**src/design/gpcm_pkg.sv**
```systemverilog
// Shared types, constants, square-root step and palette table of the color map.
package gpcm_pkg;

   // Gamma register layout: low bits are root terms, high bits are square terms
   localparam int GAMMA_W     = 16;
   localparam int ROOT_BITS   = 12;
   localparam int SQUARE_BITS = GAMMA_W - ROOT_BITS;
   localparam logic [GAMMA_W-1:0] GAMMA_RESET = 16'd4096;

   // Sample format Q2.16 and its decoded limits
   localparam int SAMPLE_W = 18;
   localparam logic [SAMPLE_W-1:0] SAMPLE_ONE = 18'd65536;

   // Square root: 32 result bits, two digit steps per register stage
   localparam int SQ_ROOT_W = 32;
   localparam int SQ_REM_W  = 35;
   localparam int SQ_STEPS  = 2;
   localparam int SQ_STAGES = SQ_ROOT_W / SQ_STEPS;

   localparam int COLOR_W = 24;
   localparam int PAL_IDX_W = 6;

   typedef struct packed {
      logic [SQ_REM_W-1:0]  rem;
      logic [SQ_ROOT_W-1:0] root;
      logic [SQ_ROOT_W-1:0] tsh;
   } sq_state_type;

   // Payload that travels with each beat through the power stages
   typedef struct packed {
      logic        black;
      logic        exact;
      logic        acc_one;
      logic [31:0] acc;
      logic [15:0] s;
   } item_type;

   // One restoring digit step of floor(sqrt(t << 32))
   function automatic sq_state_type sq_step(sq_state_type st);
      logic [SQ_REM_W-1:0] rem2;
      logic [SQ_REM_W-1:0] trial;
      sq_state_type        nx;
      rem2  = {st.rem[SQ_REM_W-3:0], st.tsh[SQ_ROOT_W-1 -: 2]};
      trial = {1'b0, st.root, 2'b01};
      if (rem2 >= trial) begin
         nx.rem  = rem2 - trial;
         nx.root = {st.root[SQ_ROOT_W-2:0], 1'b1};
      end else begin
         nx.rem  = rem2;
         nx.root = {st.root[SQ_ROOT_W-2:0], 1'b0};
      end
      nx.tsh = {st.tsh[SQ_ROOT_W-3:0], 2'b00};
      return nx;
   endfunction

   // Palette colors, red in the low byte; entries past the eighth are black
   function automatic logic [COLOR_W-1:0] pal_color(logic [PAL_IDX_W-1:0] idx);
      logic [COLOR_W-1:0] c;
      case (idx)
         6'd0:    c = {8'd88,  8'd73,  8'd58};
         6'd1:    c = {8'd39,  8'd97,  8'd86};
         6'd2:    c = {8'd152, 8'd228, 8'd249};
         6'd3:    c = {8'd16,  8'd16,  8'd16};
         6'd4:    c = {8'd158, 8'd201, 8'd212};
         6'd5:    c = {8'd140, 8'd137, 8'd134};
         6'd6:    c = {8'd83,  8'd92,  8'd104};
         6'd7:    c = {8'd128, 8'd45,  8'd82};
         default: c = '0;
      endcase
      return c;
   endfunction

endpackage

```
**src/design/gpcm_square_stage.sv**
```systemverilog
// One square term: optional accumulator multiply and squaring of t.
module gpcm_square_stage (
   input  logic               clock,
   input  logic               reset,
   input  logic               en,
   input  logic               gbit,
   input  logic               in_valid,
   input  logic [31:0]        in_t,
   input  gpcm_pkg::item_type in_item,
   output logic               out_valid,
   output logic [31:0]        out_t,
   output gpcm_pkg::item_type out_item
);
   import gpcm_pkg::*;

   logic        valid_ff;
   logic [31:0] t_ff;
   item_type    item_ff, item_in;
   logic [63:0] acc_prod;
   logic [63:0] sq_prod;

   // Multiply accumulator and square t side by side
   always_comb begin
      acc_prod = in_item.acc * in_t;
      sq_prod  = in_t * in_t;
      item_in  = in_item;
      if (gbit) begin
         item_in.acc_one = 1'b0;
         if (in_item.acc_one) begin
            item_in.acc = in_t;
         end else begin
            item_in.acc = acc_prod[63:32];
         end
      end
   end

   always_ff @(posedge clock) begin
      if (reset) begin
         valid_ff <= 1'b0;
      end else if (en) begin
         valid_ff <= in_valid;
      end
   end

   always_ff @(posedge clock) begin
      if (en) begin
         t_ff    <= sq_prod[63:32];
         item_ff <= item_in;
      end
   end

   assign out_valid = valid_ff;
   assign out_t     = t_ff;
   assign out_item  = item_ff;

endmodule

```
**config.mk**
```make
export PLATFORM = sky130hd
export DESIGN_NAME = gpcm_square_stage
export DESIGN_NICKNAME = d
export VERILOG_FILES = /design/src/design/gpcm_pkg.sv /design/src/design/gpcm_square_stage.sv
export SDC_FILE = /design/constraint.sdc
export NUM_CORES = 2
export LEC_CHECK = 0
export CAP_MARGIN = 20
export CORE_MARGIN = 2
export CORE_UTILIZATION = 25
export DETAILED_ROUTE_END_ITERATION = 8
export DONT_BUFFER_PORTS = 1
export PLACE_DENSITY_LB_ADDON = 0.3
export SYNTH_ARGS = -nofsm -noshare
export SYNTH_HDL_FRONTEND = slang
export SYNTH_SLANG_ARGS = --single-unit
```
**constraint.sdc**
```tcl
create_clock -name clock -period 8 [get_ports clock]
set_input_delay 0.8 -clock clock [delete_from_list [all_inputs] [get_ports clock]]
set_output_delay 0.8 -clock clock [all_outputs]
set_load 0.01 [all_outputs]
```
==> reports/summary.txt <==
RR Startpoint: out_valid
DP HPWL: 140000 um
Worst-Skew Late Latency: 0.44 ns
Synth Net Count: 9045
register area share after synthesis: 3.95%
H-tree depth: 3
I/O pins: 172
DRT Wirelength: 184000 um
most common cell after layout, fill and taps aside: inv_1
f_max: 127 MHz
initial core utilization: 25.1%
Final Hold Fails: 0
minimum clock period: 7.89 ns
largest net degree at the start of global routing: 85
hold path startpoint: reset
Post-Synthesis Cells: 6724
total of max-cap violations: 0
initial antenna violation count: 4
Area growth, synth to finish: 8.15%
Slew Limit Headroom: 53.6%
Die H: 508 um
Worst EP required: 8.18 ns
vias in the first global route: 50600
Max FO, Critical Path: 62
I/O Buffers: 0
clock-pin slew on the worst setup and hold paths: 0.09 ns
Core Util, Final: 27.1%
dpl ws: -0.320 ns
row count: 185
TritonCTS clock tree: yes
outcome: complete, no violations
period utilisation layout: 98.6%
startpoint types: primary input
Worst Hold Class: primary input to flip-flop
Worst Hold Depth: 1
R2R setup slack: 7.38 ns
CTS Buf Count: 9
Final Net Count: 8957
clk root buf: clkbuf_16
final setup fails: 0
worst r2r dst: out_valid
DRC violations left: 0
CP Capture Type: flip-flop
Reg2Reg Depth: 2
CTS Sinks: 84
Worst-Margin Slew: 0.688 ns
post-DR wirelength/cell: 18.4 um
Via density: 4.35
GPL Wtd Cong: 0.817
most frequent cells in the layout: inv_1 (1778), fa_1 (1702), nand2_1 (781)
Post-synth EDFFs: 83
Setup WS post-layout: 0.113 ns
syn avg cell area: 9.45 um2
Synth warnings: 0
# fillers: 27100
Slew Limit Fails: 0
Placeable Area: 253000 um2
first-pass GRT wire length: 297000 um
unrepaired setup endpoints after global routing: yes
vias: 43600
drt first pass iters: 7
gr ovfl total: 0
FF+latch count, synth: 84
worst-case clock buffer depth: 2
Crit path arrival time: 8.07 ns
Setup Skew: 0 ns
post-route ant nets: 0
Post-CTS Hold Buffers: 0
GR Util All Layers: 14.9%
layout cell share with drive strength beyond 1: 4.38%
total die area: 258000 um2
Main synth FF type: edfxtp_1
asr flop ratio synth: 0%
Cell Area, Synth: 63500 um2
critical path class: primary input to flip-flop
Hold EP: out_valid
post-synth cell types: 65
initial drt markers: 2027
Die W: 508 um
## cells in the mapped netlist (5+ instances only)
library cell,instances,area share (%)
nor2_1,124,0.73
xor2_1,22,0.30
nand2_1,781,4.6
fa_1,1702,54
or2_2,6,0.059
xnor2_1,56,0.77
nand2b_1,10,0.098
mux2i_1,15,0.24
a211oi_1,13,0.15
o21a_1,13,0.15
nand4_1,35,0.34
nor2b_1,16,0.16
o31ai_1,9,0.11
clkbuf_1,336,2.0
a31oi_1,18,0.18
edfxtp_1,83,3.9
inv_1,1778,11
o21bai_1,23,0.27
nor3_1,18,0.14
and3_1,14,0.14
and2_1,764,7.5
or3_1,5,0.049
nand3_1,20,0.16
ha_1,531,10
a21oi_1,135,1.1
o21ai_0,57,0.45
o211ai_1,7,0.083
a21o_1,63,0.74
## critical path: stages
cell      delay, ns
and2_1         0.26
fa_1           0.51
inv_1          0.06
fa_1           0.53
inv_1          0.06
fa_1           0.51
inv_1          0.06
fa_1           0.52
inv_1          0.05
fa_1           0.49
fa_1           0.43
fa_1           0.43
fa_1           0.47
ha_1           0.33
a21oi_1        0.18
buf_4          0.13
o21bai_1       0.06
a21o_1         0.20
a21oi_1        0.31
buf_4          0.18
o21ai_0        0.11
a221o_1        0.37
a31oi_1        0.28
xnor2_1        0.20
mux2i_1        0.27
a21oi_1        0.13
## final cells by class
class / instances / area (um2) / share of cell area (%)
Clock inverter: 7 / 73.8 / 0.107
Clock buffer: 9 / 225 / 0.328
Timing Repair Buffer: 241 / 1850 / 2.69
Sequential cell: 84 / 2510 / 3.66
Inverter: 1782 / 6700 / 9.75
Tap cell: 3366 / 4210 / 6.13
Antenna cell: 6 / 15.0 / 0.0218
Multi-Input combinational cell: 4518 / 53100 / 77.3
## per-layer routing
| metal | vias to the layer above | global-route usage, % | part of all wire, % | wire length, um |
|---|---|---|---|---|
| li1 | 19300 | - | - | - |
| met1 | 23300 | 19.6 | 43 | 80100 |
| met2 | 854 | 26.2 | 50 | 92600 |
| met3 | 130 | 2.03 | 4.4 | 8030 |
| met4 | 2 | 2.91 | 1.9 | 3580 |
| met5 | - | 0 | 0.0071 | 13 |
## state kept, by name, indices dropped and copies added (netlist names)
register   cells
out_valid      1
out_t         32
out_item      51
## logic make-up after synthesis
| group | synth area share (%) |
|---|---|
| buffers and inverters | 12.5 |
| adders and majority gates | 64.1 |
| muxes | 0.254 |
| xor gates and xnor gates | 1.08 |
| DFF | 3.95 |
| and+or+nand+nor | 14.2 |
| AOI/OAI and AO/OA | 3.89 |
## worst max path at each step
| stage | startpoint | endpoint | cells past startpoint |
|---|---|---|---|
| 3_5_place_dp | in_item[42] | out_item[45] | 25 |
| 3_3_place_gp | in_t[8] | out_item[45] | 25 |
| 2_1_floorplan | in_t[29] | out_t[29] | 25 |
| 4_1_cts | in_item[42] | out_item[45] | 25 |
| 6_report | in_t[18] | out_item[27] | 26 |
| 5_1_grt | in_t[15] | out_item[45] | 24 |
## what timing repair did
action                                  4_1_cts  5_1_grt
resized for setup                             0       20
setup buffers                                 0        1
endpoints found under the setup margin        0       20
hold endpoints to repair                      0        0
## per-stage QoR
stage / std cells / area (um2) / hold slack (ns) / setup TNS [ns]
final: 10000 / 68700 / 0.415 / 0
after global routing: 10000 / 68700 / 0.378 / -0.130
after CTS: 10000 / 68600 / 0.364 / 0
after detailed placement: 9990 / 68300 / 0.554 / -5.22
after global placement: 9990 / 68300 / 0.546 / -4.75
after floorplan: 6724 / 63700 / 0.528 / -0.000638
Power is not shown: default switching activity piles up to over one toggle a cycle in this logic, so the estimate is an artifact.
