`src/design/gpcm_pkg.sv`:
```
// Shared types, constants, square-root step and palette table of the color map.
package gpcm_pkg;

   // Gamma register layout: low bits are root terms, high bits are square terms
   localparam int GAMMA_W     = 16;
   localparam int ROOT_BITS   = 12;
   localparam int SQUARE_BITS = GAMMA_W - ROOT_BITS;
   localparam logic [GAMMA_W-1:0] GAMMA_RESET = 16'd4096;

   // Sample format Q2.16 and its decoded limits
   localparam int SAMPLE_W = 18;
   localparam logic [SAMPLE_W-1:0] SAMPLE_ONE = 18'd65536;

   // Square root: 32 result bits, two digit steps per register stage
   localparam int SQ_ROOT_W = 32;
   localparam int SQ_REM_W  = 35;
   localparam int SQ_STEPS  = 2;
   localparam int SQ_STAGES = SQ_ROOT_W / SQ_STEPS;

   localparam int COLOR_W = 24;
   localparam int PAL_IDX_W = 6;

   typedef struct packed {
      logic [SQ_REM_W-1:0]  rem;
      logic [SQ_ROOT_W-1:0] root;
      logic [SQ_ROOT_W-1:0] tsh;
   } sq_state_type;

   // Payload that travels with each beat through the power stages
   typedef struct packed {
      logic        black;
      logic        exact;
      logic        acc_one;
      logic [31:0] acc;
      logic [15:0] s;
   } item_type;

   // One restoring digit step of floor(sqrt(t << 32))
   function automatic sq_state_type sq_step(sq_state_type st);
      logic [SQ_REM_W-1:0] rem2;
      logic [SQ_REM_W-1:0] trial;
      sq_state_type        nx;
      rem2  = {st.rem[SQ_REM_W-3:0], st.tsh[SQ_ROOT_W-1 -: 2]};
      trial = {1'b0, st.root, 2'b01};
      if (rem2 >= trial) begin
         nx.rem  = rem2 - trial;
         nx.root = {st.root[SQ_ROOT_W-2:0], 1'b1};
      end else begin
         nx.rem  = rem2;
         nx.root = {st.root[SQ_ROOT_W-2:0], 1'b0};
      end
      nx.tsh = {st.tsh[SQ_ROOT_W-3:0], 2'b00};
      return nx;
   endfunction

   // Palette colors, red in the low byte; entries past the eighth are black
   function automatic logic [COLOR_W-1:0] pal_color(logic [PAL_IDX_W-1:0] idx);
      logic [COLOR_W-1:0] c;
      case (idx)
         6'd0:    c = {8'd88,  8'd73,  8'd58};
         6'd1:    c = {8'd39,  8'd97,  8'd86};
         6'd2:    c = {8'd152, 8'd228, 8'd249};
         6'd3:    c = {8'd16,  8'd16,  8'd16};
         6'd4:    c = {8'd158, 8'd201, 8'd212};
         6'd5:    c = {8'd140, 8'd137, 8'd134};
         6'd6:    c = {8'd83,  8'd92,  8'd104};
         6'd7:    c = {8'd128, 8'd45,  8'd82};
         default: c = '0;
      endcase
      return c;
   endfunction

endpackage

```
`src/design/gpcm_blend.sv`:
```
// Palette position, color lookup and linear blend in three register stages.
module gpcm_blend #(
   parameter int PALETTE_ENTRIES = 8,
   parameter int FRACTION_BITS   = 16
) (
   input  logic                           clock,
   input  logic                           reset,
   input  logic                           en,
   input  logic                           in_valid,
   input  gpcm_pkg::item_type             in_item,
   output logic                           out_valid,
   output logic [gpcm_pkg::COLOR_W-1:0]   out_color
);
   import gpcm_pkg::*;

   localparam int IDX_W = $clog2(PALETTE_ENTRIES);
   localparam int INT_W = IDX_W + 1;
   localparam int P_W   = FRACTION_BITS + 1;
   localparam int POS_W = P_W + IDX_W;
   localparam int V_W   = FRACTION_BITS + 9;
   localparam int LAST  = PALETTE_ENTRIES - 1;

   // Stage one: power cut to the fraction width, scaled to a position
   logic             v1_ff, black1_ff;
   logic [POS_W-1:0] pos_ff, pos_in;
   logic [P_W-1:0]   p;

   always_comb begin
      if (in_item.exact || in_item.acc_one) begin
         p = P_W'(1) << FRACTION_BITS;
      end else begin
         p = {1'b0, in_item.acc[31 -: FRACTION_BITS]};
      end
      pos_in = POS_W'(p) * POS_W'(LAST);
   end

   // Stage two: split position, clamp indexes, read palette
   logic                 v2_ff, black2_ff;
   logic [COLOR_W-1:0]   lo_c_ff, hi_c_ff, lo_c_in, hi_c_in;
   logic [FRACTION_BITS-1:0] w_ff;
   logic [INT_W-1:0]     ip, lo, hi;

   always_comb begin
      ip = pos_ff[POS_W-1 -: INT_W];
      lo = (ip > INT_W'(LAST)) ? INT_W'(LAST) : ip;
      hi = lo + INT_W'(1);
      if (hi > INT_W'(LAST)) begin
         hi = INT_W'(LAST);
      end
      lo_c_in = pal_color(PAL_IDX_W'(lo));
      hi_c_in = pal_color(PAL_IDX_W'(hi));
   end

   // Stage three: weighted sum per channel, truncated
   logic               v3_ff;
   logic [COLOR_W-1:0] color_ff, color_in;
   logic [P_W-1:0]     omw;
   logic [V_W-1:0]     v;

   always_comb begin
      omw      = (P_W'(1) << FRACTION_BITS) - P_W'(w_ff);
      color_in = '0;
      v        = '0;
      for (int c = 0; c < 3; c++) begin
         v = V_W'(lo_c_ff[c*8 +: 8]) * V_W'(omw) + V_W'(hi_c_ff[c*8 +: 8]) * V_W'(w_ff);
         color_in[c*8 +: 8] = v[FRACTION_BITS +: 8];
      end
      if (black2_ff) begin
         color_in = '0;
      end
   end

   always_ff @(posedge clock) begin
      if (reset) begin
         v1_ff <= 1'b0;
         v2_ff <= 1'b0;
         v3_ff <= 1'b0;
      end else if (en) begin
         v1_ff <= in_valid;
         v2_ff <= v1_ff;
         v3_ff <= v2_ff;
      end
   end

   always_ff @(posedge clock) begin
      if (en) begin
         pos_ff    <= pos_in;
         black1_ff <= in_item.black;
         lo_c_ff   <= lo_c_in;
         hi_c_ff   <= hi_c_in;
         w_ff      <= pos_ff[FRACTION_BITS-1:0];
         black2_ff <= black1_ff;
         color_ff  <= color_in;
      end
   end

   assign out_valid = v3_ff;
   assign out_color = color_ff;

endmodule

```
`config.mk`:
```
export PLATFORM = sky130hd
export DESIGN_NAME = gpcm_blend
export DESIGN_NICKNAME = d
export VERILOG_FILES = /design/src/design/gpcm_pkg.sv /design/src/design/gpcm_blend.sv
export SDC_FILE = /design/constraint.sdc
export NUM_CORES = 2
export LEC_CHECK = 0
export BUFFER_PORTS_ARGS = -buffer_cell sky130_fd_sc_hd__buf_2
export CAP_MARGIN = 20
export CORE_ASPECT_RATIO = 1.1
export CORE_MARGIN = 3
export CORE_UTILIZATION = 24
export CTS_CLUSTER_DIAMETER = 150
export DETAILED_ROUTE_END_ITERATION = 7
export GPL_TIMING_DRIVEN = 0
export PLACE_DENSITY = 0.42
export SYNTH_ARGS = -nofsm -noshare
export SYNTH_HDL_FRONTEND = slang
export SYNTH_SLANG_ARGS = --single-unit
export TNS_END_PERCENT = 20
```
`constraint.sdc`:
```
create_clock -name clock -period 8.7 [get_ports clock]
set_input_delay 0.435 -clock clock [delete_from_list [all_inputs] [get_ports clock]]
set_output_delay 0.435 -clock clock [all_outputs]
set_load 0.005 [all_outputs]
```
==> summary.txt <==
Run status
  • Status: finished clean

Global routing
  • Gr ovfl total: 0
  • GRT Overall Usage: between 10% and 20%
  • Number of global-route vias before repair: around 20000
  • Initial antenna violation count: 1
  • Global-route wire length before repair: ~130000 um
  • Largest net degree at the start of global routing: 57

Clocking
  • CTS tree: yes
  • Cts hold-fix bufs: 0
  • Clock buffer depth: 2
  • Post-CTS Setup Repair Bufs: 0
  • H-tree levels: 3
  • Clock latency at the later pin of the worst-skew pair: 0.42 ns
  • Clk sinks: approximately 110
  • Clock slew at reported path FFs: 0.08 ns
  • Clock root buffer: clkbuf_16
  • Num CTS Buffers: 9
  • Post-CTS Resized: 9

Finish
  • Fillers: roughly 13000
  • Multi-input gate area: between 0.02 and 0.025 mm2
  • Area growth syn-to-layout: 9.52%
  • Ratio of cells with drive above 1 in the final layout: 3.24%
  • Commonest non-fill, non-tap cell in the layout: inv_1
  • Design area: a little over 0.03 mm2
  • Nets@finish: between 3000 and 4000
  • Commonest cells after routing, fill and taps aside: inv_1 (785), fa_1 (619), and2_1 (384)
  • Sequential Area: between 0.003 and 0.004 mm2

STA
  • Slew margin rel.: around 28%
  • Fin crit share: 96.1%
  • Final clock skew: 0.0242 ns
  • Slew Limit Fails: 0
  • Final setup violation count: 0
  • Hold violation count in the final report: 0
  • Worst-Margin Slew: between 1 and 1.5 ns
  • Final Worst Setup Slack: about 0.34 ns
  • Setup TNS Final: 0 ns
  • Achievable frequency: 0.120 GHz
  • Min Tclk post-route: approximately 8.4 ns

Setup path
  • WP data required: 8.86 ns
  • Crit Path Class: reg -> reg
  • CP Data Arrival Time: ~8.5 ns
  • Slowest cell on crit path: fa_1
  • CP dominant cell by count: fa_1
  • Crit-path max FO: 8
  • Max stage delay on crit path: around 0.56 ns
  • Worst setup SP type: flip-flop
  • CP Capture Type: flip-flop

Logic synthesis
  • Number of flops mapped to enable cells by yosys: 102
  • Number of synthesis warnings: 0
  • Syn Area/Cell: 9.52 um2
  • Net Count, Synth: ~3900
  • Top cells by area, synth: fa_1 (44%), ha_1 (11%), edfxtp_1 (11%)
  • Synth Instances: between 2000 and 3000
  • Unique masters post-synth: 55
  • Syn Std Cell Area: between 0.02 and 0.03 mm2
  • Yosys reg bits: approximately 110
  • Leading area contributor after synthesis: fa_1
  • Post-synth ARST share: 0%
  • Ys flop type: edfxtp_1
  • Synth top area share: roughly 44%
  • Sequential fraction of the synthesis area: between 10% and 20%

Route
  • Vias: 18800
  • M1 WL: roughly 36000 um
  • Drt drc: 0
  • Highest metal used: met4
  • Met3 wire length: between 3000 and 4000 um
  • Pre-Repair DR Iteration Count: 5
  • Per-cell routed wire length: roughly 18 um
  • Initial DRC count: 949
  • Vias per cell: roughly 4.2
  • Routed wl met2: roughly 42000 um
  • Final ANT Viol Nets: 0
  • Routed WL: between 80000 and 90000 um

Placed design
  • Pre-CTS setup slack: -0.579 ns
  • Placement-stage cell area: around 0.030 mm2
  • HPWL Detailed: between 70000 and 80000 um
  • GP Congestion: slightly above 0.8
  • Port Buf Inserts: between 40 and 50

Flow run
  • Max_cap viols: 0

Floorplan
  • Core ar.: about 0.11 mm2
  • Die ar.: roughly 0.12 mm2
  • Die W: roughly 330 um
  • # IOs: 80
  • Die H: ~360 um
  • Initial core utilization: between 20% and 30%
  • FP Rows: 130

Worst hold path
  • Hold Path Class: in -> reg
==> sequential cells by signal, indices dropped and copies added, names as in the netlist <==
signal / flops
black1_ff: 1
black2_ff: 1
hi_c_ff: 20
lo_c_ff: 20
out_color: 24
out_valid: 1
pos_ff: 20
v1_ff: 1
v2_ff: 1
w_ff: 16
==> final timing paths <==
kind / start / endpoint / slack [ns] / depth (start not counted)
setup / recovery: w_ff[2]$_DFFE_PP_ / out_color[7]$_SDFFCE_PP0P_ / 0.34 / 26
hold / removal: in_item[50] / black1_ff$_DFFE_PP_ / 0.20 / 1
setup reg to reg: w_ff[2]$_DFFE_PP_ / out_color[7]$_SDFFCE_PP0P_ / 0.34 / 26
hold reg to reg: pos_ff[5]$_DFFE_PP_ / w_ff[5]$_DFFE_PP_ / 0.42 / 0
==> routing by layer <==
layer / vias to the layer above / global-route usage [%]
met5: - / 0
met4: 0 / 3.82
met3: 63 / 1.67
met2: 345 / 25.7
met1: 9721 / 19.1
li1: 8698 / -
==> through the flow <==
| step | hold slack (ns) | std cells | utilization, % |
|---|---|---|---|
| floorplan | 0.400 | 2928 | - |
| global placement | 0.402 | 4493 | 26.2 |
| detailed placement | 0.406 | 4498 | 26.3 |
| CTS | 0.163 | 4514 | 26.5 |
| global route | 0.179 | 4515 | 26.6 |
| finish | 0.199 | 4521 | 26.6 |
==> layout make-up <==
cell class	instances	share of cell area, %
multi-input cells	1921	70.2
flip-flops and latches	105	10.2
inverters	785	9.65
well taps	1518	6.22
plain buffers	116	1.55
repair buffers	54	1.18
clock buffers	9	0.738
clock inverters	7	0.238
diodes	6	0.0492
==> critical path, delay by kind of cell (launching register included) <==
family	cells	cell delay, ns
multiplexers	1	0.32
flip-flops	1	0.51
adder cells (fa/ha/maj)	7	3.32
AND/OR/NAND/NOR	8	1.82
AO/OA/AOI/OAI	4	1.19
buffers and inverters	5	0.78
XOR/XNOR	1	0.16
==> cell usage after synthesis, types with 2 or more instances <==
cell type	instances
a2111oi_0	3
a211oi_1	5
a211oi_2	2
a21boi_0	2
a21o_1	12
a21oi_1	36
a311oi_1	2
a31oi_1	4
and2_1	384
and3_1	13
and4_1	2
buf_1	2
buf_2	2
clkbuf_1	113
dfxtp_1	3
edfxtp_1	102
fa_1	619
ha_1	255
inv_1	785
mux2i_1	6
nand2_1	333
nand2b_1	7
nand3_1	12
nand4_1	7
nor2_1	51
nor2b_1	4
nor3_1	11
nor4_1	4
nor4_2	2
o211ai_1	3
o21a_1	7
o21ai_0	37
o21ai_1	2
o21bai_1	2
o22ai_1	2
o31ai_1	2
o41ai_1	2
or3_1	9
or4_1	2
xnor2_1	46
xor2_1	17
==> cells by family after synthesis <==
logic type	share of synthesized area [%]
simple gates	15.5
xor+xnor	1.98
compound gates	2.96
buf+inv	12.2
fa+ha+maj	55.9
flops	11.2
mux	0.269
Power is left out: the tool's default activity adds up to more than one toggle a clock period on the data nets, which glitch-free logic cannot reach.
